[config.mk]
export PLATFORM = sky130hd
export DESIGN_NAME = rs3_kernel
export DESIGN_NICKNAME = d
export VERILOG_FILES = /design/src/rtl/rs3_pkg.sv /design/src/rtl/rs3_kernel.sv
export SDC_FILE = /design/constraint.sdc
export NUM_CORES = 1
export LEC_CHECK = 0
export ABC_CLOCK_PERIOD_IN_PS = 8100
export BUFFER_PORTS_ARGS = -buffer_cell sky130_fd_sc_hd__buf_2
export CAP_MARGIN = 5
export CORE_ASPECT_RATIO = 0.8
export CORE_MARGIN = 3
export CORE_UTILIZATION = 54
export DETAILED_ROUTE_END_ITERATION = 7
export PLACE_DENSITY = 0.87
export SLEW_MARGIN = 25
export SYNTH_ARGS = -nofsm -noshare
export SYNTH_HDL_FRONTEND = slang
export SYNTH_SLANG_ARGS = --single-unit
[constraint.sdc]
create_clock -name vclk -period 8.1
set_clock_uncertainty 0.05 [all_clocks]
set_input_delay 0.81 -clock vclk [all_inputs]
set_output_delay 0.81 -clock vclk [all_outputs]
set_load 0.02 [all_outputs]
[src/rtl/rs3_pkg.sv]
`default_nettype none
// ----------------------------------------------------------------------------
// rs3_pkg: shared types and constants for the RGB 3x3 sharpen filter
// Pixel word layout, window type, configuration indexes and defaults.
// ----------------------------------------------------------------------------
package rs3_pkg;

    localparam int CHAN_W = 8;
    localparam int WORD_W = 3 * CHAN_W;   // blue 7:0, green 15:8, red 23:16
    localparam int CFG_W  = 11;

    localparam int MAX_WIDTH_DEF  = 1024;
    localparam int MAX_HEIGHT_DEF = 1024;

    localparam logic [CFG_W-1:0] DIM_RESET = 11'd1024;

    typedef logic [WORD_W-1:0] pixel_t;

    // 3x3 window, index col*3+row; col 0 oldest, row 0 top
    typedef logic [8:0][WORD_W-1:0] win_t;

    typedef enum logic [0:0] {
        CFG_FRAME_WIDTH  = 1'b0,
        CFG_FRAME_HEIGHT = 1'b1
    } cfg_index_t;

endpackage

`default_nettype wire

[src/rtl/rs3_kernel.sv]
`default_nettype none
// ----------------------------------------------------------------------------
// rs3_kernel: 3x3 sharpen kernel
// 9 x centre minus the eight neighbours, per channel, clamped to 0..255.
// ----------------------------------------------------------------------------
module rs3_kernel (
    input  wire rs3_pkg::win_t   nb,
    output rs3_pkg::pixel_t      result
);

    always_comb
    begin
        logic [11:0]        c9;
        logic [10:0]        nsum;
        logic signed [12:0] diff;
        logic [7:0]         ctr;
        result = '0;
        for (int k = 0; k < 3; k++)
        begin
            ctr  = nb[4][8*k +: 8];
            c9   = {1'b0, ctr, 3'b000} + {4'b0000, ctr};
            nsum = '0;
            for (int q = 0; q < 9; q++)
            begin
                if (q != 4)
                begin
                    nsum = nsum + {3'b000, nb[q][8*k +: 8]};
                end
            end
            diff = $signed({1'b0, c9}) - $signed({2'b00, nsum});
            if (diff[12])
            begin
                result[8*k +: 8] = 8'd0;
            end
            else if (diff[11:8] != 4'd0)
            begin
                result[8*k +: 8] = 8'd255;
            end
            else
            begin
                result[8*k +: 8] = diff[7:0];
            end
        end
    end

endmodule

`default_nettype wire
After elaboration in Yosys (flattened, before gate mapping)
Index checks and enable logic that the tools add are counted.
Cells by class
  $add $sub $neg: 27
  $mul: 0
  div/mod/pow operators: 0
  magnitude comparators: 0
  equal/unequal tests: 0
  shift operators: 0
  muxes and demuxes: 6
  bitwise operators: 0
  reduce and logical (&&, ||, !) cells: 3
Operators by type and width (count)
  adder 11 x 8 -> 11 bit: 12
  two-way mux 8 bit: 6
  subtractor 12 x 11 -> 13 bit: 3
  adder 11 x 8 -> 12 bit: 3
  adder 10 x 8 -> 11 bit: 3
  adder 9 x 8 -> 10 bit: 3
  adder 8 x 8 -> 9 bit: 3
  nonzero test 4 bit: 3
Word-level totals
  register bits after elaboration: 0
  latch bits: 0
  RAM bits: 0
  memory bits (read-only): 0
  output and inout port bits: 24
  logic and storage cells: 36
  memories: 0

Logic depth before layout (Yosys ltp)
  depth after elaboration: 11
  depth in mapped cells: 18

Least setup slack after synthesis
No wires, ideal clock.
  path type: input to output
  from: input port nb[14] (netlist bit)
  to: output port result[11]
  arrival time: 5.411 ns
  path slack: 1.829 ns
  cell stages on the path: 15
  buffers on the path: 0
  cell sequence: inv_1 > fa_1 > fa_1 > inv_1 > fa_1 > inv_1 > fa_1 > fa_1 > ha_1 > or2_2 > a31o_1 > mux2_2 > or3_4 > nor4_4 > a21oi_1
On the way
  cells in the longest elaborated chain, start to end: 11
RTL lines
  from (decl): line rs3_kernel.sv:7  | input wire rs3_pkg::win_t nb,
  adder 8 x 8 -> 9 bit *: line rs3_kernel.sv:27  | nsum = nsum + {3'b000, nb[q][8*k +: 8]};
  adder 9 x 8 -> 10 bit *: line rs3_kernel.sv:27
  adder 10 x 8 -> 11 bit *: line rs3_kernel.sv:27
  adder 11 x 8 -> 11 bit * (4 in a row): line rs3_kernel.sv:27
  subtractor 12 x 11 -> 13 bit *: line rs3_kernel.sv:30  | diff = $signed({1'b0, c9}) - $signed({2'b00, nsum});
  nonzero test 4 bit: line rs3_kernel.sv:35  | else if (diff[11:8] != 4'd0)
  two-way mux 8 bit: line rs3_kernel.sv:35
  two-way mux 8 bit *: line rs3_kernel.sv:31  | if (diff[12])
  to (decl): line rs3_kernel.sv:8  | output rs3_pkg::pixel_t result
Every way passes the cells marked *; elsewhere a longest branch is shown, timed or not.

Final worst setup path
  from: input port nb[140] (netlist bit)
  to: output port result[19]
On the way
  cells in the longest elaborated chain, start to end: 8
RTL lines (line)
  adder 11 x 8 -> 11 bit * (4 in a row): rs3_kernel.sv:27
  subtractor 12 x 11 -> 13 bit *: rs3_kernel.sv:30
  nonzero test 4 bit: rs3_kernel.sv:35
  two-way mux 8 bit: rs3_kernel.sv:35
  two-way mux 8 bit *: rs3_kernel.sv:31
Marked as above.

==> results.sh <==
export IMPL_status="finished, final reports clean"
export IMPL_yosys_top_cells_area="fa_1, inv_1, ha_1, xnor2_1, a21oi_1"
export IMPL_num_antenna_cells=0
export IMPL_io_pins=240
export IMPL_required_ns=7.24
export IMPL_use_met1_pct=32.3
export IMPL_synth_top_cell_area_share_pct=54.2
export IMPL_stdcell_count=1121
export IMPL_wl_um=16000
export IMPL_ys_types=46
export IMPL_start_kind="primary input"
export IMPL_regArea_um2=0
export IMPL_busiest_layer="met2"
export IMPL_area_delta_synth_final_pct=20.4
export IMPL_ys_top_cells_by_count="inv_1, fa_1, ha_1"
export IMPL_drv_slew=0
export IMPL_grt_use_met2_pct=39.9
export IMPL_ys_seq_area_share_pct=0
export IMPL_synth_area_mm2=0.00687
export IMPL_ant_nets=0
export IMPL_fmax_mhz=148
export IMPL_rsz0062_at_grt="no"
export IMPL_start_util_pct=55.9
export IMPL_path_class="primary input to output port"
export IMPL_overflow=0
export IMPL_crit_fanout=8
export IMPL_setup_viol=0
export IMPL_finalWeightedCongestion=0.857
export IMPL_syn_avg_cell_area_um2=9.64
export IMPL_antenna_found_initial=1
export IMPL_num_vias=5522
export IMPL_synthCells=713
export IMPL_layout_drive_gt1_share_pct=26.1
export IMPL_track_usage_pct=22.9
export IMPL_pre_cts_slack_ns=1.36
export IMPL_dieArea_mm2=0.0141
export IMPL_yosys_warnings=0
export IMPL_cp_end_kind="output port"
export IMPL_setup_tns_ns=0
export IMPL_maxSlewHeadroom_pct=28.6
export IMPL_io_buffers=240
export IMPL_cts_resized=0
export IMPL_grt_pass1_vias=5888
export IMPL_die_w_um=132
export IMPL_dp_cells=1121
export IMPL_grt_max_degree=12
export IMPL_tightestPinTransition_ns=1.06
export IMPL_die_h_um=107
export IMPL_drt_pass1_iter_count=5
export IMPL_synth_top_area_cell="fa_1"
export IMPL_wire_per_inst_um=14.3
export IMPL_syn_nets=1184
export IMPL_fin_util_pct=67.3
export IMPL_postCtsSetupRepairBufs=0
export IMPL_fin_crit_ns=6.78
export IMPL_yosys_cell_count_top_type="inv_1"
export IMPL_grt_first_pass_wirelength_um=26800
export IMPL_final_nets=1423
export IMPL_crit_arrival_ns=5.92
export IMPL_drc_errors=0
export IMPL_max_cap_violations=0
export IMPL_min_path_type="primary input to output port"
export IMPL_hpwlAfterDp_um=15200
export IMPL_grt_util_met3_pct=2.25
export IMPL_hold_violations=0
export IMPL_nFlopsAndLatches=0
export IMPL_fin_crit_sh_pct=83.7
export IMPL_via_per_inst=4.93
export IMPL_postLayoutSetupSlackWorst_ns=1.32
export IMPL_cts_hold_fix_buffers=0
export IMPL_core_region_area_mm2=0.0123
export IMPL_n_clock_buffer=0
export IMPL_drt_iter0_drc=251
export IMPL_fp_row_count=36
## worst paths after layout
path    start         end  slack (ns)  cells after the start
max   nb[140]  result[19]        1.32                     17
min   nb[104]   result[8]        2.11                      4
## layout by cell type, fill, tap and decap left out, types with 2 or more instances in the layout
master    synthesis  final
o21a_1            4      4
and3_1            3      3
a211oi_1          3      3
o211ai_1          2      2
fa_1            186    186
nor3_1            4      4
xor2_1           10     10
xnor2_1          25     25
mux2_2            4      4
nor4_1            2      2
a22oi_1           7      7
nand2b_1          3      3
nand2_1          18     18
o221ai_1          2      2
inv_1           258    258
a221oi_1          3      3
a21o_1           12     12
nand3_1           6      6
nand4_1           5      5
o22ai_1           2      2
a21oi_1          37     37
ha_1             69     69
nor2_1           10     10
buf_2             0    240
a31oi_1          10     10
o21ai_0           6      6
## area by class of cell
class | count | area [um^2]
Multi-Input combinational cell | 452 | 5890
Fill cell | 970 | 4020
Timing Repair Buffer | 240 | 1200
Inverter | 258 | 968
Tap cell | 171 | 214
## logic make-up (layout without fill, tap and decap cells)
kind of cell               count (synthesis)  after routing  share of synthesized area (%)
and+or+nand+nor                           59             59                           4.55
muxes                                      5              5                          0.801
AOI/OAI and AO/OA                         98             98                           9.14
adders and majority gates                255            255                           66.7
buffers and inverters                    261            498                           14.3
xor gates and xnor gates                  35             35                           4.46
## per-stage QoR
stage          instance area (um^2)  hold WS, ns
2_1_floorplan                  6870         1.81
3_3_place_gp                   8270         2.11
3_5_place_dp                   8270         2.12
4_1_cts                        8270         2.12
5_1_grt                        8270         2.15
6_report                       8270         2.11
## critical path, cell delays in order
cell     delay, ns
buf_2         0.08
inv_1         0.05
fa_1          0.51
fa_1          0.57
fa_1          0.43
fa_1          0.50
inv_1         0.05
fa_1          0.48
inv_1         0.04
ha_1          0.34
a21o_1        0.21
a21oi_1       0.18
a21oi_1       0.14
or4_1         0.53
a21oi_1       0.57
a31oi_1       0.20
buf_2         0.22
## layer usage
metal / up-vias / routed length (um) / share of wire (%)
li1: 2595 / - / -
met1: 2691 / 6740 / 42
met2: 206 / 8060 / 50
met3: 28 / 906 / 5.7
met4: 2 / 274 / 1.7
met5: - / 7 / 0.044
Power is not shown: default switching activity piles up to over one toggle a cycle in this logic, so the estimate is an artifact.
